**src/rbd_pkg.sv**
```systemverilog
// Shared constants, payload types and helper functions for the RGB565 box downscaler.
package rbd_pkg;

  // Field widths
  localparam int PIXEL_W = 16;
  localparam int SIZE_W  = 10;
  localparam int SUM_W   = 19;
  localparam int ROW_W   = 9;

  // Frame geometry
  localparam int MAX_SOURCE_HEIGHT = 512;
  localparam int WIDE_LIMIT        = 256;
  localparam int TALL_LIMIT        = 239;

  // Defaults for the top-level parameters
  localparam int DEF_MAX_SOURCE_WIDTH = 512;
  localparam int DEF_LINE_STORE_DEPTH = 256;

  // Queue depths (powers of two)
  localparam int MID_DEPTH = 4;
  localparam int OUT_DEPTH = 4;

  // Configuration register map
  localparam int CFG_INDEX_W = 2;
  localparam logic [CFG_INDEX_W-1:0] REG_SOURCE_WIDTH  = 2'd0;
  localparam logic [CFG_INDEX_W-1:0] REG_SOURCE_HEIGHT = 2'd1;
  localparam logic [CFG_INDEX_W-1:0] REG_KEEP_FULL_RES = 2'd2;

  localparam logic [SIZE_W-1:0] RST_SOURCE_WIDTH  = 10'd256;
  localparam logic [SIZE_W-1:0] RST_SOURCE_HEIGHT = 10'd224;

  // Line operation kinds
  localparam logic OP_STORE = 1'b0;
  localparam logic OP_EMIT  = 1'b1;

  typedef struct packed {
    logic [PIXEL_W-1:0] source_pixel;
    logic               frame_start;
  } pixel_in_t;

  typedef struct packed {
    logic [7:0] blue_byte;
    logic [7:0] green_byte;
    logic [7:0] red_byte;
    logic       frame_done;
  } pixel_out_t;

  // Classified item handed from front to back (store address travels beside it)
  typedef struct packed {
    logic             kind;
    logic             in_range;
    logic             use_prior;
    logic [1:0]       shift;
    logic             frame_done;
    logic [SUM_W-1:0] hsum;
  } line_op_t;

  // Packed sum layout: red 18:13, green 12:6, blue 5:0
  function automatic logic [SUM_W-1:0] pack_sum(input logic [PIXEL_W-1:0] px);
    pack_sum = {1'b0, px[15:11], 1'b0, px[10:5], 1'b0, px[4:0]};
  endfunction

  function automatic logic [7:0] widen5(input logic [4:0] v);
    widen5 = {v, v[4:2]};
  endfunction

  function automatic logic [7:0] widen6(input logic [5:0] v);
    widen6 = {v, v[5:4]};
  endfunction

endpackage

```
**src/rbd_front.sv**
```systemverilog
// Front end: configuration registers, raster position tracking and item classification.
module rbd_front #(
  parameter int MAX_SOURCE_WIDTH = rbd_pkg::DEF_MAX_SOURCE_WIDTH,
  parameter int LINE_STORE_DEPTH = rbd_pkg::DEF_LINE_STORE_DEPTH,
  parameter int LS_AW            = 8
) (
  input  logic                             clk,
  input  logic                             rst,
  // configuration
  input  logic                             cfg_valid,
  output logic                             cfg_ready,
  input  logic [rbd_pkg::CFG_INDEX_W-1:0]  cfg_index,
  input  logic [rbd_pkg::SIZE_W-1:0]       cfg_data,
  // source items
  input  logic                             accept,
  input  rbd_pkg::pixel_in_t               source,
  // classified operations
  output logic                             op_push,
  output rbd_pkg::line_op_t                op,
  output logic [LS_AW-1:0]                 op_addr
);

  localparam int SIZE_W = rbd_pkg::SIZE_W;
  localparam int ROW_W  = rbd_pkg::ROW_W;
  localparam int SUM_W  = rbd_pkg::SUM_W;
  localparam int COL_W  = $clog2(MAX_SOURCE_WIDTH);
  localparam int WC_W   = $clog2(MAX_SOURCE_WIDTH + 1);
  localparam int SZ_W   = (WC_W > SIZE_W) ? WC_W : SIZE_W;

  // Configuration registers
  logic [SIZE_W-1:0] source_width;
  logic [SIZE_W-1:0] source_height;
  logic              keep_full_resolution;

  // Position state
  logic [COL_W-1:0]  column_position;
  logic [ROW_W-1:0]  row_position;
  logic [SUM_W-1:0]  pair_sum;

  logic [SZ_W-1:0]   sw_ext;
  logic [SZ_W-1:0]   wc;
  logic [SZ_W-1:0]   tw;
  logic [SIZE_W-1:0] hc;
  logic [SIZE_W-1:0] th;
  logic              hx;
  logic              hy;
  logic [COL_W-1:0]  col;
  logic [ROW_W-1:0]  row;
  logic [SUM_W-1:0]  pair_cur;
  logic [SUM_W-1:0]  cur;
  logic [SUM_W-1:0]  hsum;
  logic [SZ_W-1:0]   xo;
  logic [SIZE_W-1:0] yo;
  logic              valid_x;
  logic              first_row;
  logic              in_range;
  logic              is_store;
  logic              is_emit;
  logic [SZ_W:0]     col_inc;
  logic [SIZE_W:0]   row_inc;

  assign cfg_ready = 1'b1;

  always_ff @(posedge clk) begin
    if (rst) begin
      source_width         <= rbd_pkg::RST_SOURCE_WIDTH;
      source_height        <= rbd_pkg::RST_SOURCE_HEIGHT;
      keep_full_resolution <= 1'b0;
    end else if (cfg_valid) begin
      case (cfg_index)
        rbd_pkg::REG_SOURCE_WIDTH:  source_width         <= cfg_data;
        rbd_pkg::REG_SOURCE_HEIGHT: source_height        <= cfg_data;
        rbd_pkg::REG_KEEP_FULL_RES: keep_full_resolution <= cfg_data[0];
        default: ;
      endcase
    end
  end

  // Effective frame size and scale decisions
  always_comb begin
    sw_ext = SZ_W'(source_width);
    if (sw_ext == '0) begin
      wc = SZ_W'(1);
    end else if (sw_ext > SZ_W'(MAX_SOURCE_WIDTH)) begin
      wc = SZ_W'(MAX_SOURCE_WIDTH);
    end else begin
      wc = sw_ext;
    end
    if (source_height == '0) begin
      hc = SIZE_W'(1);
    end else if (source_height > SIZE_W'(rbd_pkg::MAX_SOURCE_HEIGHT)) begin
      hc = SIZE_W'(rbd_pkg::MAX_SOURCE_HEIGHT);
    end else begin
      hc = source_height;
    end
    hx = !keep_full_resolution && (wc > SZ_W'(rbd_pkg::WIDE_LIMIT));
    hy = !keep_full_resolution && (hc > SIZE_W'(rbd_pkg::TALL_LIMIT));
    tw = hx ? (wc >> 1) : wc;
    th = hy ? (hc >> 1) : hc;
  end

  // Classify the offered item
  always_comb begin
    col      = source.frame_start ? '0 : column_position;
    row      = source.frame_start ? '0 : row_position;
    pair_cur = source.frame_start ? '0 : pair_sum;
    cur      = rbd_pkg::pack_sum(source.source_pixel);
    // fields never carry, so one wide add sums all three channels
    hsum     = hx ? (pair_cur + cur) : cur;
    xo       = hx ? SZ_W'(col >> 1) : SZ_W'(col);
    yo       = hy ? SIZE_W'(row >> 1) : SIZE_W'(row);
    valid_x  = (!hx || col[0]) && (xo < tw);
    first_row = hy && !row[0];
    in_range = (32'(xo) < 32'(LINE_STORE_DEPTH));
    is_store = valid_x && first_row && in_range;
    is_emit  = valid_x && !first_row && (yo < th);
    col_inc  = (SZ_W + 1)'(col) + 1'b1;
    row_inc  = (SIZE_W + 1)'(row) + 1'b1;
  end

  assign op_push       = accept && (is_store || is_emit);
  assign op.kind       = is_emit ? rbd_pkg::OP_EMIT : rbd_pkg::OP_STORE;
  assign op.in_range   = in_range;
  assign op.use_prior  = hy;
  assign op.shift      = {1'b0, hx} + {1'b0, hy};
  assign op.frame_done = (xo == tw - 1'b1) && (yo == th - 1'b1);
  assign op.hsum       = hsum;
  assign op_addr       = LS_AW'(xo);

  // Position update on every accepted item
  always_ff @(posedge clk) begin
    if (rst) begin
      column_position <= '0;
      row_position    <= '0;
      pair_sum        <= '0;
    end else if (accept) begin
      if (hx && !col[0]) begin
        pair_sum <= cur;
      end else begin
        pair_sum <= pair_cur;
      end
      if (col_inc >= {1'b0, wc}) begin
        column_position <= '0;
        row_position    <= (row_inc >= {1'b0, hc}) ? '0 : ROW_W'(row_inc);
      end else begin
        column_position <= COL_W'(col_inc);
        row_position    <= row;
      end
    end
  end

endmodule

```
**config.mk**
```make
export PLATFORM = sky130hd
export DESIGN_NAME = rbd_front
export DESIGN_NICKNAME = d
export VERILOG_FILES = /design/src/rbd_pkg.sv /design/src/rbd_front.sv
export SDC_FILE = /design/constraint.sdc
export NUM_CORES = 1
export LEC_CHECK = 0
export BUFFER_PORTS_ARGS = -buffer_cell sky130_fd_sc_hd__buf_4
export CORE_AREA = 2 2 127 159
export CTS_CLUSTER_DIAMETER = 80
export DETAILED_ROUTE_END_ITERATION = 12
export DIE_AREA = 0 0 129 161
export PLACE_DENSITY = 0.49
export SLEW_MARGIN = 10
export SYNTH_ARGS = -nofsm -noshare
export SYNTH_HDL_FRONTEND = slang
export SYNTH_SLANG_ARGS = --single-unit
```
**constraint.sdc**
```tcl
create_clock -name clk -period 4.74 [get_ports clk]
set_clock_uncertainty 0.2 [all_clocks]
set_input_delay 0.237 -clock clk [delete_from_list [all_inputs] [get_ports clk]]
set_output_delay 0.237 -clock clk [all_outputs]
set_load 0.1 [all_outputs]
```
# After elaboration in Yosys (flattened, before gate mapping)
# Cells that the tools add are included.
[word_totals] register_bits=58 input_bits=33 output_inout_bits=35 word_cells=66
[classes] addsub=6 magnitude_cmp=9 eq_ne=4 n_mux=17 n_reduce_logical=24
[op_table] cell="$mux 9" n=7
[op_table] cell="$mux 10" n=6
[op_table] cell="$mux 19" n=3
[op_table] cell="$add 9x1->10 const B" n=2
[op_table] cell="$eq 9x10->1" n=2
[op_table] cell="$ge 10x10->1" n=2
[op_table] cell="$gt 10x10->1 const B" n=2
[op_table] cell="$logic_not 10->1" n=2
[op_table] cell="$lt 9x10->1" n=2
[op_table] cell="$sub 10x1->10 const B" n=2
[op_table] cell="$add 19x18->19" n=1
[op_table] cell="$logic_and 1x1->1" n=11
[op_table] cell="$gt 10x8->1 const B" n=1
[op_table] cell="$gt 10x9->1 const B" n=1
[op_table] cell="$lt 9x9->1 const B" n=1
[op_table] cell="$reduce_and 2->1" n=3
[op_table] cell="$logic_not 1->1" n=5
[op_table] cell="$add 1x1->2" n=1
[op_table] cell="$eq 2x1->1 const B" n=1
[op_table] cell="$eq 2x2->1 const B" n=1
[op_table] cell="$logic_not 2->1" n=1
[op_table] cell="$logic_or 1x1->1" n=2
[op_table] cell="$mux 1" n=1

# Depth between registers and ports, before layout
[logic_depth] ltp_word=12 depth_mapped=19 ltp_nobuf=16

# Least setup slack after synthesis
# OpenSTA, ideal clock, no wires.
[synth_timing] kind="reg2out" from="register keep_full_resolution" to="output op_push" arrival_time_ps=5908 required_time_ps=4303 setup_slack_ps=-1605 path_stages_with_launch=15 path_buffers=2 cell_sequence="dfxtp_1 > nand2b_1 > buf_2 > a21oi_1 > nor2_4 > inv_2 > buf_2 > nand2_1 > a21oi_1 > ha_1 > nand2_1 > o21ai_0 > a31oi_1 > o21ai_0 > a211oi_1"
[synth_via] elab_chain_cells=9
[synth_lines] item="from (decl)" line_no="rbd_front.sv:33" text="logic keep_full_resolution;"
[synth_lines] item="from (signal assigned)" line_no="rbd_front.sv:73" text="rbd_pkg::REG_KEEP_FULL_RES: keep_full_resolution <= cfg_data[0];"
[synth_lines] item="$logic_not 1->1 (*)" line_no="rbd_front.sv:96" text="hx = !keep_full_resolution && (wc > SZ_W'(rbd_pkg::WIDE_LIMIT));"
[synth_lines] item="$logic_and 1x1->1 (*)" line_no="rbd_front.sv:96"
[synth_lines] item="$mux 9 (*)" line_no="rbd_front.sv:110" text="xo = hx ? SZ_W'(col >> 1) : SZ_W'(col);"
[synth_lines] item="via op_addr[4]" line_no="rbd_front.sv:20" text="output logic [LS_AW-1:0] op_addr"
[synth_lines] item="$lt 9x10->1" line_no="rbd_front.sv:112" text="valid_x = (!hx || col[0]) && (xo < tw);"
[synth_lines] item="$logic_and 1x1->1" line_no="rbd_front.sv:112"
[synth_lines] item="$logic_and 1x1->1, on equally long branches (2 in a row)" line_no="rbd_front.sv:115, rbd_front.sv:116"
[synth_lines] item="$logic_or 1x1->1 (*)" line_no="rbd_front.sv:121" text="assign op_push = accept && (is_store || is_emit);"
[synth_lines] item="$logic_and 1x1->1 (*)" line_no="rbd_front.sv:121"
[synth_lines] item="to (decl)" line_no="rbd_front.sv:18" text="output logic op_push,"
# The timed path passes the listed nets; every way through them passes the cells marked *.

# Worst setup path after layout
[layout_timing] from="register source_width[5]" to="output op_push"
[layout_via] elab_chain_cells=12
[layout_lines] item="from (decl)" line_no="rbd_front.sv:31" text="logic [SIZE_W-1:0] source_width;"
[layout_lines] item="from (signal assigned)" line_no="rbd_front.sv:66" text="source_width <= rbd_pkg::RST_SOURCE_WIDTH;"
[layout_lines] item="from (signal assigned)" line_no="rbd_front.sv:71" text="rbd_pkg::REG_SOURCE_WIDTH: source_width <= cfg_data;"
[layout_lines] item="$gt 10x10->1" line_no="rbd_front.sv:84" text="end else if (sw_ext > SZ_W'(MAX_SOURCE_WIDTH)) begin"
[layout_lines] item="$mux 10" line_no="rbd_front.sv:84"
[layout_lines] item="$mux 10 (*)" line_no="rbd_front.sv:82" text="if (sw_ext == '0) begin"
[layout_lines] item="$gt 10x9->1" line_no="rbd_front.sv:96"
[layout_lines] item="$logic_and 1x1->1" line_no="rbd_front.sv:96"
[layout_lines] item="$mux 9 (tied with other cells)" line_no="rbd_front.sv:110"
[layout_lines] item="$lt 9x10->1 or $logic_or 1x1->1 (tied branches)" line_no="rbd_front.sv:112"
[layout_lines] item="$logic_and 1x1->1" line_no="rbd_front.sv:112"
[layout_lines] item="$logic_and 1x1->1, on equally long branches (2 in a row)" line_no="rbd_front.sv:115, rbd_front.sv:116"
[layout_lines] item="$logic_or 1x1->1 (*)" line_no="rbd_front.sv:121"
[layout_lines] item="$logic_and 1x1->1 (*)" line_no="rbd_front.sv:121"
# Mark *: on every way between the ends. The rest lies on a longest branch, timed or not.

==> results.json <==
{
  "status": "finished clean",
  "cts_tree": "yes",
  "synth-edff-count": 0,
  "grt_pass1_wl_mm": 28.9,
  "arrival_ns": 3.95,
  "rr_worst_depth": 13,
  "synth_fp_nets": 870,
  "crit_path_max_fanout": 26,
  "hold_class": "input pin to flop",
  "drt-vias-per-instance": 5.01,
  "syn_area_um2": 5690,
  "core_area_um2": 19300,
  "switching_share_pct": 39.9,
  "wl_met1_mm": 7.83,
  "p_leak_nw": 2.94,
  "drive_gt1_share_pct": 14.7,
  "syn_area_per_cell_um2": 7.31,
  "worst_pin_slew_ns": 0.992,
  "grt_usage_pct": 17.6,
  "fmax_mhz": 228,
  "clkPwrFrac_pct": 34.5,
  "cts_buffers": 9,
  "synthXorXnorAreaFrac_pct": 6.93,
  "grt_overflow_total": 0,
  "io_buffers": 66,
  "place_congestion": 0.895,
  "synthToLayoutAreaGrowth_pct": 24.1,
  "clock-root-buffer": "clkbuf_16",
  "num_rows": 57,
  "combPwrFrac_pct": 38.8,
  "fillerInstances": 2082,
  "power_frac_seq_pct": 26.7,
  "preCtsSetupSlack_ns": 0.731,
  "worst_setup_path_end_kind": "output pin",
  "muxShareOfSynthArea_pct": 3.32,
  "internal-power_w": 0.00117,
  "chipWidth_um": 129,
  "num_vias": 5636,
  "clock-sinks": 58,
  "io_pins": 68,
  "grt_antenna_before_repair": 0,
  "fin_cells": 1125,
  "slew_headroom_pct": 33.6,
  "cts_buffer_depth": 2,
  "nNetsFinal": 948,
  "synth-warning-count": 0,
  "synthDistinctLibCells": 74,
  "multi_input_area_um2": 4300,
  "regArea_um2": 1160,
  "wl_met3_um": 764,
  "num_antenna_cells": 0,
  "synth_simple_gate_area_share_pct": 27.8,
  "critPathKind": "flop to output pin",
  "min_period_ns": 4.38,
  "insertion_delay_ns": 0.34,
  "hold_depth": 3,
  "antenna_left": 0,
  "vdd_drop_max_uv": 197,
  "die_h_um": 161,
  "synth_compound_area_share_pct": 23.5,
  "placed_cells": 1085,
  "setup.worst_path.start_class": "flop",
  "period_share_pct": 92.5,
  "async_flop_share_pct": 0,
  "synth_top_family_by_area": "simple AND/OR/NAND/NOR gates",
  "final_hold_viol_count": 0,
  "grt_max_degree": 51,
  "dp_hpwl_mm": 13.4,
  "grt_pass1_vias": 5528,
  "ys_ff_latch": 58,
  "crit_required_ns": 4.30,
  "route.top_layer_used": "met4",
  "drt-pass1-iter-count": 4,
  "drt-total-wl_mm": 17.6,
  "clk_pin_slew_worst_paths_ns": 0.05,
  "drv_cap": 0,
  "rsz0062_at_grt": "no",
  "setup_viol": 0,
  "syn_inst": 778,
  "wire_per_inst_um": 15.7,
  "htreeDepth": 3,
  "power.density_nw_per_um2": 276,
  "initial_core_util_pct": 29.4,
  "synthAdderAreaFrac_pct": 13.1,
  "wl_met2_mm": 8.42,
  "ys_seq_area_share_pct": 20.4,
  "maxSlewViolCount": 0,
  "drt_iter0_markers": 262,
  "route.detailed.drc": 0,
  "fin_ws_ns": 0.355,
  "final_util_pct": 36.5,
  "die_area_um2": 20800,
  "synthFlopType": "dfxtp_1",
  "power.switching_w": 0.000778
}
-- power groups by stage --
stage                     combinational (W)  sequential, W  clock, W
after floorplan                    0.000572       0.000524         0
after global placement             0.000742       0.000531         0
after detailed placement           0.000740       0.000531         0
after CTS                          0.000759       0.000520  0.000697
after global routing               0.000813       0.000523  0.000716
final                              0.000755       0.000521  0.000672
-- layout make-up --
class	instances	share of cell area (%)
Clock buffer	13	3.83
Clock inverter	2	0.496
Inverter	29	1.56
Multi-Input combinational cell	652	60.8
Sequential cell	58	16.4
Tap cell	265	4.70
Timing Repair Buffer	106	12.2
-- worst max-delay path, cell delays in order (launching register included) --
cell,delay [ns]
dfxtp_1,0.39
nor4_1,0.55
a21oi_1,0.21
nor2_4,0.14
buf_4,0.32
a21o_1,0.25
ha_1,0.24
nor2b_1,0.12
o21ai_0,0.16
nand2b_1,0.08
a21oi_1,0.15
o21ai_0,0.12
a31oi_1,0.17
o21ai_0,0.19
a211oi_2,0.19
buf_4,0.32
-- Yosys cell counts, types with 3 or more instances --
library cell / number / share of area [%]
a2111oi_0: 5 / 0.77
a211oi_1: 6 / 0.79
a21o_1: 12 / 1.6
a21oi_1: 73 / 6.4
a22o_1: 3 / 0.46
a22oi_1: 18 / 2.4
a31oi_1: 9 / 0.99
a32o_1: 3 / 0.53
and2_1: 6 / 0.66
and3_1: 4 / 0.44
and3b_1: 3 / 0.46
buf_2: 6 / 0.53
buf_4: 4 / 0.53
clkbuf_1: 27 / 1.8
dfxtp_1: 58 / 20
ha_1: 58 / 13
inv_1: 26 / 1.7
mux2_2: 3 / 0.59
mux2i_1: 14 / 2.5
nand2_1: 99 / 6.5
nand2b_1: 20 / 2.2
nand3_1: 25 / 2.2
nand3b_1: 6 / 0.79
nand4_1: 8 / 0.88
nor2_1: 83 / 5.5
nor2b_1: 37 / 4.1
nor3_1: 8 / 0.70
nor4_1: 5 / 0.55
o211ai_1: 5 / 0.66
o21a_1: 6 / 0.79
o21ai_0: 34 / 3.0
o21bai_1: 4 / 0.53
o31ai_1: 3 / 0.40
or3_1: 4 / 0.44
xnor2_1: 25 / 3.8
xor2_1: 20 / 3.1
-- registers in the layout (all words and copies together) (netlist names) --
signal / count
pair_sum: 19
source_height: 10
keep_full_resolution: 1
column_position: 9
source_width: 10
row_position: 9
-- stage by stage --
step | hold WS (ns) | total power (W) | TNS [ns] | cell area (µm²)
floorplan | 0.155 | 0.00110 | -0.827 | 5730
global placement | 0.239 | 0.00127 | 0 | 6510
detailed placement | 0.236 | 0.00127 | 0 | 6510
CTS | 0.0227 | 0.00198 | 0 | 7060
global route | 0.0320 | 0.00205 | 0 | 7060
finish | 0.0246 | 0.00195 | 0 | 7060
-- per-layer routing --
metal,up-vias,track usage (%)
li1,2924,-
met1,2557,22.0
met3,35,2.98
met4,0,8.55
met5,-,0
met2,120,29.2
-- worst paths after layout --
| kind | start | to | slack, ns |
|---|---|---|---|
| setup / recovery | source_width[5]$_SDFFE_PP0P_ | op_push | 0.36 |
| hold / removal | source[16] | pair_sum[17]$_SDFFE_PP0P_ | 0.02 |
| setup reg to reg | source_width[5]$_SDFFE_PP0P_ | row_position[8]$_SDFFE_PP0P_ | 0.94 |
| hold reg to reg | pair_sum[18]$_SDFFE_PP0P_ | pair_sum[18]$_SDFFE_PP0P_ | 0.26 |
-- cells in the final DEF, fill, tap and decap left out, types with 25 or more instances in the layout --
cell type / synthesis / routed
o21ai_0: 34 / 28
dfxtp_1: 58 / 58
buf_4: 4 / 81
xnor2_1: 25 / 25
inv_1: 26 / 26
a21oi_1: 73 / 69
ha_1: 58 / 58
dlygate4sd3_1: 0 / 25
nand2_1: 99 / 99
nand3_1: 25 / 25
nor2_1: 83 / 82
nor2b_1: 37 / 37
-- repair_timing --
item,4_1_cts,5_1_grt
resized for setup,0,0
hold endpoints to repair,36,0
hold buffers,25,0
setup buffers,0,0
-- kinds of logic (layout without fill, tap and decap cells) --
group,after synthesis,in the layout
compound gates,206,206
xor+xnor,45,45
fa+ha+maj,59,59
buf+inv,68,150
flops,58,58
mux,18,18
other cells,1,1
simple gates,323,323
Power figures use the tool's default switching activity.
