--- src/rbd_fifo.sv ---
// Small register-based first-in first-out queue with fill level.
module rbd_fifo #(
  parameter int WIDTH = 8,
  parameter int DEPTH = 4
) (
  input  logic                       clk,
  input  logic                       rst,
  input  logic                       push,
  input  logic [WIDTH-1:0]           wdata,
  output logic                       full,
  input  logic                       pop,
  output logic [WIDTH-1:0]           rdata,
  output logic                       empty,
  output logic [$clog2(DEPTH+1)-1:0] level
);

  localparam int PTR_W = (DEPTH > 1) ? $clog2(DEPTH) : 1;
  localparam int LVL_W = $clog2(DEPTH + 1);

  logic [WIDTH-1:0] slots [DEPTH];
  logic [PTR_W-1:0] wr_ptr;
  logic [PTR_W-1:0] rd_ptr;
  logic             do_push;
  logic             do_pop;

  assign full    = (level == LVL_W'(DEPTH));
  assign empty   = (level == '0);
  assign do_push = push && !full;
  assign do_pop  = pop && !empty;
  assign rdata   = slots[rd_ptr];

  // Storage
  always_ff @(posedge clk) begin
    if (do_push) begin
      slots[wr_ptr] <= wdata;
    end
  end

  // Pointers and level
  always_ff @(posedge clk) begin
    if (rst) begin
      wr_ptr <= '0;
      rd_ptr <= '0;
      level  <= '0;
    end else begin
      if (do_push) begin
        wr_ptr <= (wr_ptr == PTR_W'(DEPTH - 1)) ? '0 : wr_ptr + 1'b1;
      end
      if (do_pop) begin
        rd_ptr <= (rd_ptr == PTR_W'(DEPTH - 1)) ? '0 : rd_ptr + 1'b1;
      end
      if (do_push && !do_pop) begin
        level <= level + 1'b1;
      end else if (do_pop && !do_push) begin
        level <= level - 1'b1;
      end
    end
  end

endmodule

--- config.mk ---
export PLATFORM = sky130hd
export DESIGN_NAME = rbd_fifo
export DESIGN_NICKNAME = d
export VERILOG_FILES = /design/src/rbd_fifo.sv
export SDC_FILE = /design/constraint.sdc
export NUM_CORES = 1
export LEC_CHECK = 0
export BUFFER_PORTS_ARGS = -buffer_cell sky130_fd_sc_hd__buf_2
export CAP_MARGIN = 40
export CORE_AREA = 2 2 59 61
export CTS_CLUSTER_DIAMETER = 30
export DETAILED_ROUTE_END_ITERATION = 12
export DIE_AREA = 0 0 61 63
export PLACE_DENSITY_LB_ADDON = 0.1
export SYNTH_ARGS = -nofsm -noshare
export SYNTH_HDL_FRONTEND = slang
export SYNTH_SLANG_ARGS = --single-unit
--- constraint.sdc ---
create_clock -name clk -period 2.51 [get_ports clk]
set_input_delay 0.502 -clock clk [delete_from_list [all_inputs] [get_ports clk]]
set_output_delay 0.502 -clock clk [all_outputs]
set_load 0.02 [all_outputs]
# Word-level counts from Yosys, hierarchy flattened
# Memories as Yosys holds them, arrays and structs flattened. A register that Yosys moved wholly into a read port is not among the register bits.
# Cells that the tools add are included.
[totals]
wordCells = 29
register_bits = 7
mem_count = 1
mem_bits_rw = 32
[memory_table]
columns = ["memory", "depth", "width", "rd", "rd_clocked_by_memory_dff", "write_ports", "line_no", "source"]
rows = [
  ["slots", 4, 8, 1, 1, 1, "20", "logic [WIDTH-1:0] slots [DEPTH];"],
]
[op_classes]
n_reduce_logical = 10
eq_ne = 3
addsub = 4
muxes = 8
[ops]
columns = ["cell", "n"]
rows = [
  ["$mux W2", 4],
  ["$mux W3", 2],
  ["$add A2 B1 Y2 const B", 2],
  ["$eq A2 B2 Y1 const B", 2],
  ["$logic_and A1 B1 Y1", 4],
  ["$logic_not A1 Y1", 4],
  ["$add A3 B1 Y3 const B", 1],
  ["$eq A3 B3 Y1 const B", 1],
  ["$logic_not A3 Y1", 1],
  ["$sub A3 B1 Y3 const B", 1],
  ["$mux W1", 2],
  ["$reduce_bool A2 Y1", 1],
]

# Longest topological paths before layout
# Gate-level depths: netlist of the first run.
[depth]
depth_word = 7
depth_mapped = 10

# Least setup slack after synthesis of the first run
# Ideal clock, no wire load.
[synth_timing]
kind = "register to register"
start = "register level[0]"
end = "register level[2]"
stages_incl_launch_ff = 11
synth_period_minus_slack_ns = 2.225
setup_slack_ns = 0.285
setup_time_ns = 0.070
required_ns = 2.440
arrival_time_ns = 2.154
n_path_buf = 1
path_cell_list = "dfxtp_1 > or3b_1 > buf_6 > clkinv_8 > nor2_4 > ha_1 > inv_1 > fa_1 > xor2_1 > or3_1 > a21oi_1"
[synth_between]
elab_chain_cells = 6
[synth_lines]
columns = ["item", "line_no", "source"]
rows = [
  ["start, declared", "14", "output logic [$clog2(DEPTH+1)-1:0] level"],
  ["start signal, assigned", "53", "level <= level + 1'b1;"],
  ["start signal, assigned", "55", "level <= level - 1'b1;"],
  ["$eq A3 B3 Y1 (*)", "26", "assign full = (level == LVL_W'(DEPTH));"],
  ["net full", "10", "output logic full,"],
  ["$logic_not A1 Y1 (*)", "28", "assign do_push = push && !full;"],
  ["$logic_and A1 B1 Y1 (*)", "28", ""],
  ["net do_push", "23", "logic do_push;"],
  ["$logic_not A1 Y1", "54", "end else if (do_pop && !do_push) begin"],
  ["$logic_and A1 B1 Y1", "54", ""],
  ["$reduce_bool A2 Y1 (no line)", "--", ""],
]
# The timed path passes the listed nets; every way through them passes the cells marked *. The select of a mux whose other input is x is not followed.
# A chain may end at the register's enable or synchronous reset.

# Worst setup path after layout of the first run
[layout_timing]
start = "register level[0]"
end = "register level[2]"
[layout_between]
elab_chain_cells = 6
[layout_lines]
columns = ["item", "line_no"]
rows = [
  ["$eq A3 B3 Y1 (*)", "26"],
  ["$logic_not A1 Y1 (*)", "28"],
  ["$logic_and A1 B1 Y1 (*)", "28"],
  ["net do_push", "23"],
  ["$logic_not A1 Y1", "54"],
  ["$logic_and A1 B1 Y1", "54"],
  ["$reduce_bool A2 Y1 (no line)", "--"],
]
# Marked as above.

==> results of run 1 <==
-- cell usage after synthesis --
library cell	instances	area share
a21oi_1	2	0.0060
a21oi_2	1	0.0052
and3_1	4	0.015
buf_1	1	0.0022
buf_2	1	0.0030
buf_6	1	0.0067
bufinv_8	1	0.010
clkbuf_1	1	0.0022
clkinv_8	1	0.0097
dfxtp_1	9	0.11
edfxtp_1	32	0.58
fa_1	1	0.012
ha_1	6	0.045
inv_1	3	0.0067
mux2i_1	2	0.012
mux4_2	8	0.11
nand2_1	1	0.0022
nand3_1	2	0.0060
nor2_1	3	0.0067
nor2_4	1	0.0067
nor3_1	2	0.0060
o21ai_0	1	0.0030
o21ai_1	1	0.0030
o31ai_2	2	0.015
or3_1	2	0.0075
or3b_1	1	0.0052
xor2_1	2	0.010
-- per-stage QoR --
stage | total power (uW) | setup slack (ns)
floorplan | 1310 | 0.285
global placement | 1450 | 0.292
detailed placement | 1460 | 0.182
CTS | 1860 | 0.151
global route | 1950 | 0.161
finish | 1850 | 0.327
-- metal layers --
metal	global-route usage	up-vias	wire length [um]
met5	0	-	0
met1	0.176	421	1010
met4	0.0734	0	62
met2	0.251	22	1320
li1	-	408	-
met3	0.0600	5	136
-- worst max path at each step --
stage / startpoint / end / slack (ns) / cells past startpoint
after floorplan: level[0]$_SDFFE_PP0P_ / level[2]$_SDFFE_PP0P_ / 0.29 / 10
after global routing: level[0]$_SDFFE_PP0P_ / level[2]$_SDFFE_PP0P_ / 0.16 / 9
after global placement: level[0]$_SDFFE_PP0P_ / level[2]$_SDFFE_PP0P_ / 0.29 / 9
after detailed placement: level[0]$_SDFFE_PP0P_ / level[2]$_SDFFE_PP0P_ / 0.18 / 9
after CTS: level[0]$_SDFFE_PP0P_ / level[2]$_SDFFE_PP0P_ / 0.15 / 9
final: level[0]$_SDFFE_PP0P_ / level[2]$_SDFFE_PP0P_ / 0.33 / 9
-- critical path, cell delays in order (launching register included) --
cell	delay, ns
dfxtp_1	0.48
or3b_4	0.27
clkinv_8	0.06
nor2_4	0.09
ha_1	0.19
inv_1	0.06
fa_1	0.38
xor2_1	0.16
or3_1	0.30
a21oi_1	0.14
-- kinds of logic after synthesis --
kind of cell / Yosys count / synth area share
AOI/OAI and AO/OA: 7 / 0.0322
xor gates and xnor gates: 2 / 0.0105
adders and majority gates: 7 / 0.0570
buffers and inverters: 9 / 0.0412
DFF: 41 / 0.684
muxes: 10 / 0.120
and+or+nand+nor: 16 / 0.0555
-- where the power goes --
group          total (uW)  leakage (uW)  switching (uW)  internal (uW)
Clock                 404     0.0000437             206            198
Sequential            888      0.000367            60.8            828
Combinational         552      0.000314             308            245
Total                1850      0.000725             575           1270
-- flip-flops by register name (all words and copies together), names as in the netlist, named ones only --
name,flops
wr_ptr,2
slots,32
rd_ptr,2
level,3
-- placed cells by master (no fill, tap or decap), types with 3 or more instances in the layout --
cell type,count
edfxtp_1,32
buf_2,24
dfxtp_1,9
mux4_2,8
ha_1,6
clkbuf_4,5
and3_1,4
inv_1,3
nor2_1,3
-- final cells by class --
class	instances	area share
inverters	5	0.0235
repair buffers	25	0.0667
multi-input cells	42	0.241
clock buffers	8	0.0419
well taps	46	0.0301
flip-flops and latches	41	0.596
==> impl_results.md, run 1 <==
* Worst-case clock buffer depth at 2
* Worst Path Required at around 2.8 ns
* Status: finished, final reports clean
* Initial drt markers at 24
* Post-route DRC at 0
* R2R Path Start: level[0]$_SDFFE_PP0P_
* Pwr dens at 964 mW/mm^2
* Largest net degree at the start of global routing at 13
* Num rows at 21
* CTS sink count at between 40 and 50
* Max VDD drop at around 0.44 mV
* Routed WL per cell at around 15 um
* Worst slew pin tran at around 0.44 ns
* Syn. warnings at 0
* Area delta synth->final at 14.6%
* Layout Nets at roughly 140
* Fin area at around 0.0019 mm^2
* GRT overflow at 0
* Critical path arrival at around 2.5 ns
* DRT Pass-1 Iters at 3
* Area post-placement at roughly 0.0018 mm^2
* Syn_nets at between 100 and 150
* Flip-flop and latch area at around 0.0011 mm^2
* Critical path class: reg -> reg
* DR vias/cell at between 5 and 6
* Share of layout cells above drive strength 1 at 0.388
* Antenna Nets Post-Route at 0
* Die X-Extent at ~60 um
* Final HPWL DP at around 1.8 mm
* Final slew viol count at 0
* Cts hold-fix bufs at 0
* Min-delay src: wdata[1]
* Setup Skew at between 0.01 and 0.015 ns
* Final WL at roughly 2.5 mm
* Setup TNS at 0 ns
* Placed insts at between 150 and 200
* Leak at roughly 0.00072 uW
* HP Class: in -> reg
* Slew headroom at 0.708
* Multi-input gate area at between 400 and 500 um^2
* Gr usage total at 0.155
* Fin crit period at roughly 2.2 ns
* CP Capture Type: flip-flop
* Die height at roughly 63 um
* Clk_lat worst skew at roughly 0.35 ns
* Reg2reg path depth at 9
* #FFs+latches synth at 41
* Final Util at 0.592
* Initial core utilization at 0.516
* First-pass GRT wire length at 4.11 mm
* Final worst-path cycle share at 0.870
* Vias post-DR at 856
* Post-Synthesis Cells at 92
* Achievable Freq at 0.458 GHz
* Clock-pin slew on the worst setup and hold paths at ~0.12 ns
* Hold path depth at 1
* Post-synthesis sequential area ratio at 0.684
* Filler cells at around 260
* Post-CTS sizing at 0
* Setup crit start kind: flip-flop
* Setup violators final at 0
* RSZ-0062 raised after global routing: false
* Reg2Reg Setup Slack at roughly 0.33 ns
* Min-Delay Endpoint: slots[3][1]$_DFFE_PP_
* CTS H-Tree Depth at 2
* WHS at between 0.3 and 0.4 ns
* I/O pin count at 25
* Mapped cell area at around 0.0017 mm^2
* Final Hold Viols at 0
* Avg Inst Size Synth at roughly 18 um^2
* Post-route non-filler standard cell count at around 170
* Placeable core area at roughly 0.0032 mm^2
* CTS Buf Count at 5
* Worst r2r dst: level[2]$_SDFFE_PP0P_
* Distinct cell type count after synthesis at 27
* Final Wtd Congestion at around 0.73
* Maxcap violations at 0
* Crit Path Max Fanout at 7
* Clock Tree Root: clkbuf_4
* N_diodes at 0
* CTS tree: yes
* Port-buffer cells at 24
* Initial antenna violation count at 0
* Die area at about 0.0038 mm^2
* Buffer count from post-CTS setup fixing at 0
* Vias in the first global route at 874
Note: power is estimated with default switching activity, not from simulation.
==> run 2: changes to the inputs <==
--- a/config.mk
+++ b/config.mk
@@ -11,6 +11,7 @@
 export CTS_CLUSTER_DIAMETER = 30
 export DETAILED_ROUTE_END_ITERATION = 12
 export DIE_AREA = 0 0 61 63
+export GPL_TIMING_DRIVEN = 0
 export PLACE_DENSITY_LB_ADDON = 0.1
 export SYNTH_ARGS = -nofsm -noshare
 export SYNTH_HDL_FRONTEND = slang
==> run 2 against run 1 <==
Net effect:
- critical path depth grew 1
- sequential cell count did not move
- global-route usage rose by 0.27 points
- sequential share of layout area rose by 0.67 points
- total power shrank 5.8%
- clock power fell by 26%
- wire length rose by 0.75%
- sequential power is 0.7% lower
- cell area decreased by 1.1%
- worst setup slack lost 0.026 ns
- register-to-register slack worse by 0.03 ns
- critical path type unchanged
- largest power group unchanged
==> impl_results.md, run 2 (synthesis results as in run 1) <==
* Area delta synth->final at 13.3%
* Layout Nets at 141 (+1.4%)
* Final Wtd Congestion at 0.696 (-4.5%)
* I/O pin count at 25 (unchanged)
* Placed insts at 161 (+1.3%)
* Commonest cells after routing, fill and taps aside: 32 x edfxtp_1, 24 x buf_2, 9 x dfxtp_1, 8 x mux4_2, 6 x ha_1
* Biggest regs: slots (32), level (3)
* Die area at 0.00384 mm^2 (unchanged)
* Post-route non-filler standard cell count at 169 (+1.2%)
* Int Power at 1170 uW (-7.7%)
* Setup violators final at 0 (unchanged)
* Post-route DRC at 0 (unchanged)
* Post-CTS sizing at 0 (unchanged)
* RSZ-0062 raised after global routing: false
* Fin crit period at 2.21 ns (+0.0262 ns)
* Gr usage total at 0.158 (+0.00267)
* Worst-case clock buffer depth at 2 (unchanged)
* Max VDD drop at 0.446 mV (+2.1%)
* Pwr Total at 1740 uW (-5.8%)
* CTS H-Tree Depth at 2 (unchanged)
* Sw Ratio at 0.326 (+0.0142)
* Num rows at 21 (unchanged)
* Initial antenna violation count at 0 (unchanged)
* Max FFs per register at 32 (unchanged)
* Psw at 566 uW (-1.5%)
* DRT Pass-1 Iters at 3 (unchanged)
* Crit path cell chain: or3b_1, buf_6, clkinv_8, nor2_4, ha_1, inv_1, fa_1, xor2_1, or3_1, a21oi_1
* Combinational share of power at 0.322 (+0.023)
* Vias in the first global route at 882 (+0.92%)
* Clk_lat worst skew at 0.34 ns (about the same)
* Critical path arrival at 2.49 ns (+0.02 ns)
* Initial core utilization at 0.516 (unchanged)
* Final worst-path cycle share at 0.880 (+0.0105)
* Maxcap violations at 0 (unchanged)
* Setup Skew at 0.0109 ns (+0.000842 ns)
* Buffer count from post-CTS setup fixing at 0 (unchanged)
* CTS tree: yes
* Routed WL per cell at 15.1 um (-0.44%)
* Worst slew pin tran at 0.523 ns (+0.0852 ns)
* Placeable core area at 0.00323 mm^2 (unchanged)
* HP Class: in -> reg
* GRT overflow at 0 (unchanged)
* Worst Path Required at 2.79 ns (about the same)
* Leading cell type in the layout, fill and taps excluded: edfxtp_1
* Clock Tree Root: clkbuf_4
* Crit-path slowest cell: dfxtp_1
* Die X-Extent at 61 um (unchanged)
* CTS Buf Count at 5 (unchanged)
* Max stage delay on crit path at 0.48 ns (about the same)
* Clock-pin slew on the worst setup and hold paths at 0.12 ns (about the same)
* Final slew viol count at 0 (unchanged)
* Setup crit start kind: flip-flop
* Antenna Nets Post-Route at 0 (unchanged)
* Clock power share at 0.171 (-0.048)
* Setup TNS at 0 ns (unchanged)
* Initial drt markers at 19 (-21%)
* Port-buffer cells at 23 (-4.2%)
* Achievable Freq at 0.453 GHz (-1.2%)
* DR vias/cell at 5.09 (-0.61%)
* Status: finished, final reports clean
* Largest net degree at the start of global routing at 13 (unchanged)
* Sequential Power Share at 0.507 (+0.026)
* Cts hold-fix bufs at 0 (unchanged)
* Leak at 0.000714 uW (-1.6%)
* Final WL at 2.55 mm (+0.75%)
* Vias post-DR at 861 (+0.58%)
* Pwr dens at 919 mW/mm^2 (-4.7%)
* Slew headroom at 0.651 (-0.0568)
* Critical path class: reg -> reg
* Share of layout cells above drive strength 1 at 0.366 (-0.0226)
* CP Capture Type: flip-flop
* Die height at 63 um (unchanged)
* First-pass GRT wire length at 4.21 mm (+2.5%)
* Largest Register: slots
* Final Hold Viols at 0 (unchanged)
* Crit Path Max Fanout at 7 (unchanged)
* Final Util at 0.585 (-0.00658)
* N_diodes at 0 (unchanged)
* CTS sink count at 41 (unchanged)
[run 2: cell types whose count changed in the layout (fill, tap and decap cells not counted)]
| cell | previous run | this run |
|---|---|---|
| buf_6 | 0 | 1 |
| clkbuf_8 | 1 | 0 |
| clkinv_2 | 0 | 1 |
| buf_1 | 0 | 1 |
| buf_4 | 1 | 0 |
| or3b_1 | 0 | 1 |
| or3b_4 | 1 | 0 |
| clkbuf_16 | 1 | 0 |
| clkinv_1 | 0 | 2 |
[run 2: worst max-delay path, delay by kind of cell (launching register included)]
kind,cells,cell delay (ns)
AO/OA/AOI/OAI,1,0.13
buffers and inverters,3,0.25
AND/OR/NAND/NOR,3,0.58
XOR/XNOR,1,0.16
flip-flops,1,0.48
adder cells (fa/ha/maj),2,0.56
[run 2: final timing paths]
check,depth (start not counted),from,slack (ns),endpoint
worst max-delay path,10,level[0]$_SDFFE_PP0P_,0.30,level[2]$_SDFFE_PP0P_
worst max register to register,10,level[0]$_SDFFE_PP0P_,0.30,level[2]$_SDFFE_PP0P_
worst min-delay path,1,wdata[7],0.37,slots[1][7]$_DFFE_PP_
worst min register to register,2,rd_ptr[0]$_SDFFE_PP0P_,0.52,rd_ptr[0]$_SDFFE_PP0P_
[run 2: metal layers]
layer  track usage  wire, um  share of wire
met5             0         0              0
met4        0.0734        55          0.022
met3        0.0559       114          0.045
met2         0.254      1320           0.52
met1         0.185      1060           0.41
[run 2: power groups by stage]
| stage | registers [uW] | clock network, uW | logic (uW) |
|---|---|---|---|
| floorplan | 904 | 0 | 406 |
| global route | 894 | 337 | 621 |
| global placement | 890 | 0 | 558 |
| detailed placement | 901 | 0 | 570 |
| CTS | 885 | 311 | 572 |
| finish | 882 | 297 | 559 |
[run 2: final cells by class]
cell class	count	area, um^2
timing repair buffer	23	115
tap	46	57.6
fill	275	1340
clock inverter	3	12.5
multi-input combinational	42	459
sequential	41	1140
inverter	5	45.0
clock buffer	5	37.5
buffer	4	23.8
[run 2: through the flow]
stage	worst slack (ns)	area [um^2]	hold slack [ns]
after global routing	0.117	1890	0.349
after detailed placement	0.278	1840	0.489
after floorplan	0.285	1670	0.463
final	0.300	1890	0.369
after global placement	0.297	1840	0.481
after CTS	0.275	1890	0.355
==> run 3: changes to the inputs <==
--- a/config.mk
+++ b/config.mk
@@ -5,8 +5,9 @@
 export SDC_FILE = /design/constraint.sdc
 export NUM_CORES = 1
 export LEC_CHECK = 0
+export ABC_AREA = 1
 export BUFFER_PORTS_ARGS = -buffer_cell sky130_fd_sc_hd__buf_2
-export CAP_MARGIN = 40
+export CAP_MARGIN = 20
 export CORE_AREA = 2 2 59 61
 export CTS_CLUSTER_DIAMETER = 30
 export DETAILED_ROUTE_END_ITERATION = 12
==> run 3 against run 2 <==
Net effect:
- total power increased by 19%
- largest cell class unchanged
- core utilization increased by 2.3 points
- clock power increased by 35%
==> impl_results.md, run 3 <==
* Ys flop type: edfxtp_1
* CTS Buf Count at 5 (unchanged)
* Placeable core area at 0.00323 mm^2 (unchanged)
* CTS H-Tree Depth at 2 (unchanged)
* Die height at 63 um (unchanged)
* DR vias/cell at 4.80 (-5.7%)
* Fin area at 0.00197 mm^2 (+3.9%)
* Maxcap violations at 0 (unchanged)
* Sequential Power Share at 0.446 (-0.061)
* Distinct cell type count after synthesis at 20 (-26%)
* Setup TNS at 0 ns (unchanged)
* Final worst-path cycle share at 0.808 (-0.0727)
* Worst-case clock buffer depth at 2 (unchanged)
* Commonest cells after routing, fill and taps aside: 32 x nor2_1, 32 x edfxtp_1, 24 x buf_2, 17 x inv_1, 13 x o21ai_0
* Fraction of the mapped netlist area in adder cells at 0.0558 (-0.00117)
* CP Capture Type: output pin
* Clk_lat worst skew at 0.34 ns (about the same)
* Final slew viol count at 0 (unchanged)
* Worst r2r dst: level[2]$_SDFFE_PP0P_
* Final WL at 2.93 mm (+15%)
* Area post-placement at 0.00188 mm^2 (+2.2%)
* Post-synth EDFFs at 32 (unchanged)
* Crit-path slowest cell: dfxtp_1
* Max FFs per register at 32 (unchanged)
* Port-buffer cells at 24 (+4.3%)
* Syn_nets at 166 (+50%)
* Die X-Extent at 61 um (unchanged)
* Final Wtd Congestion at 0.760 (+9.2%)
* Psw at 767 uW (+35%)
* Vias in the first global route at 1052 (+19%)
* Post-CTS sizing at 0 (unchanged)
* Leak at 0.000803 uW (+12%)
* Reg2Reg Setup Slack at 0.66 ns (+0.36 ns)
* Combinational share of power at 0.361 (+0.039)
* GRT overflow at 0 (unchanged)
* First-pass GRT wire length at 4.69 mm (+11%)
* Routed WL per cell at 13.0 um (-14%)
* Crit Path Max Fanout at 9 (+2)
* Hold path depth at 2 (+1)
* Area share of the largest cell type after synthesis at 0.564 (-0.0118)
* Avg Inst Size Synth at 11.6 um^2 (-36%)
* Max stage delay on crit path at 0.44 ns (-0.04 ns)
* Achievable Freq at 0.493 GHz (+9.0%)
* #FFs+latches synth at 41 (unchanged)
* Initial drt markers at 19 (unchanged)
* Clock-pin slew on the worst setup and hold paths at 0.12 ns (about the same)
* Min-delay src: rst
* Worst slew pin tran at 0.834 ns (+0.310 ns)
* Cts hold-fix bufs at 0 (unchanged)
* Clock Tree Root: clkbuf_4
* Setup crit start kind: flip-flop
* Vias post-DR at 1081 (+26%)
* I/O pin count at 25 (unchanged)
* Compound-Gate Fraction of Synth Area at 0.0918 (+0.0595)
* Synth async-reset ratio at 0 (unchanged)
* Critical path arrival at 1.53 ns (-0.96 ns)
* Final Hold Viols at 0 (unchanged)
* Post-synthesis sequential area ratio at 0.670 (-0.0141)
* Buffer count from post-CTS setup fixing at 0 (unchanged)
* Largest net degree at the start of global routing at 14 (+1)
* Worst Path Required at 2.01 ns (-0.78 ns)
* Synth Area in XOR/XNOR at 0.00514 (-0.00536)
* Post-route DRC at 0 (unchanged)
* Min-Delay Endpoint: level[0]$_SDFFE_PP0P_
* Clock power share at 0.193 (+0.022)
* Area delta synth->final at 15.3%
* Pwr dens at 1050 mW/mm^2 (+15%)
* Slew headroom at 0.442 (-0.209)
* Mapped cell area at 0.00170 mm^2 (+2.1%)
* Post-Synthesis Cells at 147 (+60%)
* Sw Ratio at 0.370 (+0.0445)
* Biggest regs: slots (32), level (3)
* Initial core utilization at 0.527 (+0.0108)
* Syn. warnings at 0 (unchanged)
* Largest Register: slots
* Top cells by area, synth: edfxtp_1 56%, dfxtp_1 11%, nor2_1 7.0%, ha_1 4.4%, o21ai_0 3.8%
* HP Class: in -> reg
* Status: finished, final reports clean
* Most frequent cells after synthesis: 32 x edfxtp_1, 32 x nor2_1, 17 x inv_1
* R2R Path Start: level[0]$_SDFFE_PP0P_
* Max VDD drop at 0.514 mV (+15%)
* Fin crit period at 2.03 ns (-0.183 ns)
* Die area at 0.00384 mm^2 (unchanged)
* Gr usage total at 0.173 (+0.0151)
* CTS sink count at 41 (unchanged)
* Post-synthesis simple-gate area fraction at 0.125 (+0.0693)
* DRT Pass-1 Iters at 4 (+1)
* Final Util at 0.608 (+0.0228)
* Setup Skew at 0.00680 ns (-0.00409 ns)
* Critical path class: reg -> out
* CTS tree: yes
* Share of layout cells above drive strength 1 at 0.235 (-0.131)
* Layout Nets at 197 (+40%)
* RSZ-0062 raised after global routing: false
* Reg2reg path depth at 12 (+2)
* Initial antenna violation count at 0 (unchanged)
* Largest family of logic cells by synthesized area: simple AND/OR/NAND/NOR gates
* Antenna Nets Post-Route at 0 (unchanged)
* N_diodes at 0 (unchanged)
* Crit path cell chain: inv_1, o21ai_0, o22ai_1, buf_2
* Int Power at 1300 uW (+11%)
* Num rows at 21 (unchanged)
* Mux share of post-synthesis cell area at 0 (-0.120)
* Synth area leader: edfxtp_1
* Setup violators final at 0 (unchanged)
* Final HPWL DP at 2.06 mm
run 3: cell count changes in the layout (fill, tap and decap cells not counted), moves of 3 or more:
cell     previous run  this run
and3_1              4         0
inv_1               3        17
mux4_2              8         0
nand2_1             1        11
nand2_2             0         3
nor2_1              3        32
o21ai_0             1        13
o21ai_2             0         3
o22ai_1             0         8
run 3: power groups by stage:
| stage | Combinational (uW) | Sequential [uW] | Clock (uW) |
|---|---|---|---|
| floorplan | 520 | 939 | 0 |
| global placement | 733 | 935 | 0 |
| detailed placement | 761 | 939 | 0 |
| CTS | 761 | 925 | 413 |
| global route | 831 | 937 | 443 |
| finish | 747 | 923 | 400 |
run 3: kinds of logic (layout without fill, tap and decap cells):
group / Yosys count / after routing
compound gates: 27 / 27
xor+xnor: 1 / 1
fa+ha+maj: 7 / 7
buf+inv: 20 / 52
flops: 41 / 41
simple gates: 51 / 51
run 3: stage by stage:
stage / setup WS, ns / hold slack (ns) / std cells / power [uW]
global placement: 0.715 / 0.513 / 217 / 1670
CTS: 0.451 / 0.296 / 225 / 2100
detailed placement: 0.639 / 0.528 / 217 / 1700
finish: 0.483 / 0.317 / 225 / 2070
floorplan: 0.718 / 0.483 / 147 / 1460
global route: 0.352 / 0.279 / 225 / 2210
run 3: how the worst max path moves through the flow:
stage / start / to / slack, ns
floorplan: level[0]$_SDFFE_PP0P_ / level[2]$_SDFFE_PP0P_ / 0.72
global placement: push / level[1]$_SDFFE_PP0P_ / 0.72
detailed placement: push / level[1]$_SDFFE_PP0P_ / 0.64
CTS: flip-flop / rdata[3] / 0.45
global route: flip-flop / rdata[3] / 0.35
finish: flip-flop / rdata[4] / 0.48
run 3: worst max-delay path: cells and delay by family (launching register included):
kind / cells / cell delay, ns
buffers and inverters: 2 / 0.46
DFF: 1 / 0.44
AOI/OAI and AO/OA: 2 / 0.28
run 3: routing by layer:
layer,routed length [um],share of wire,global-route usage
met1,1160,0.40,0.187
met2,1570,0.54,0.305
met3,154,0.053,0.0600
met4,46,0.016,0.0571
met5,0,0,0
run 3: layout make-up:
class                   instances  area (um^2)
flip-flops and latches         41         1140
inverters                      18         67.6
well taps                      46         57.6
repair buffers                 24          120
multi-input cells              86          473
clock buffers                   7         76.3
clock inverters                 1         7.51
fillers                       284         1270
plain buffers                   2         22.5
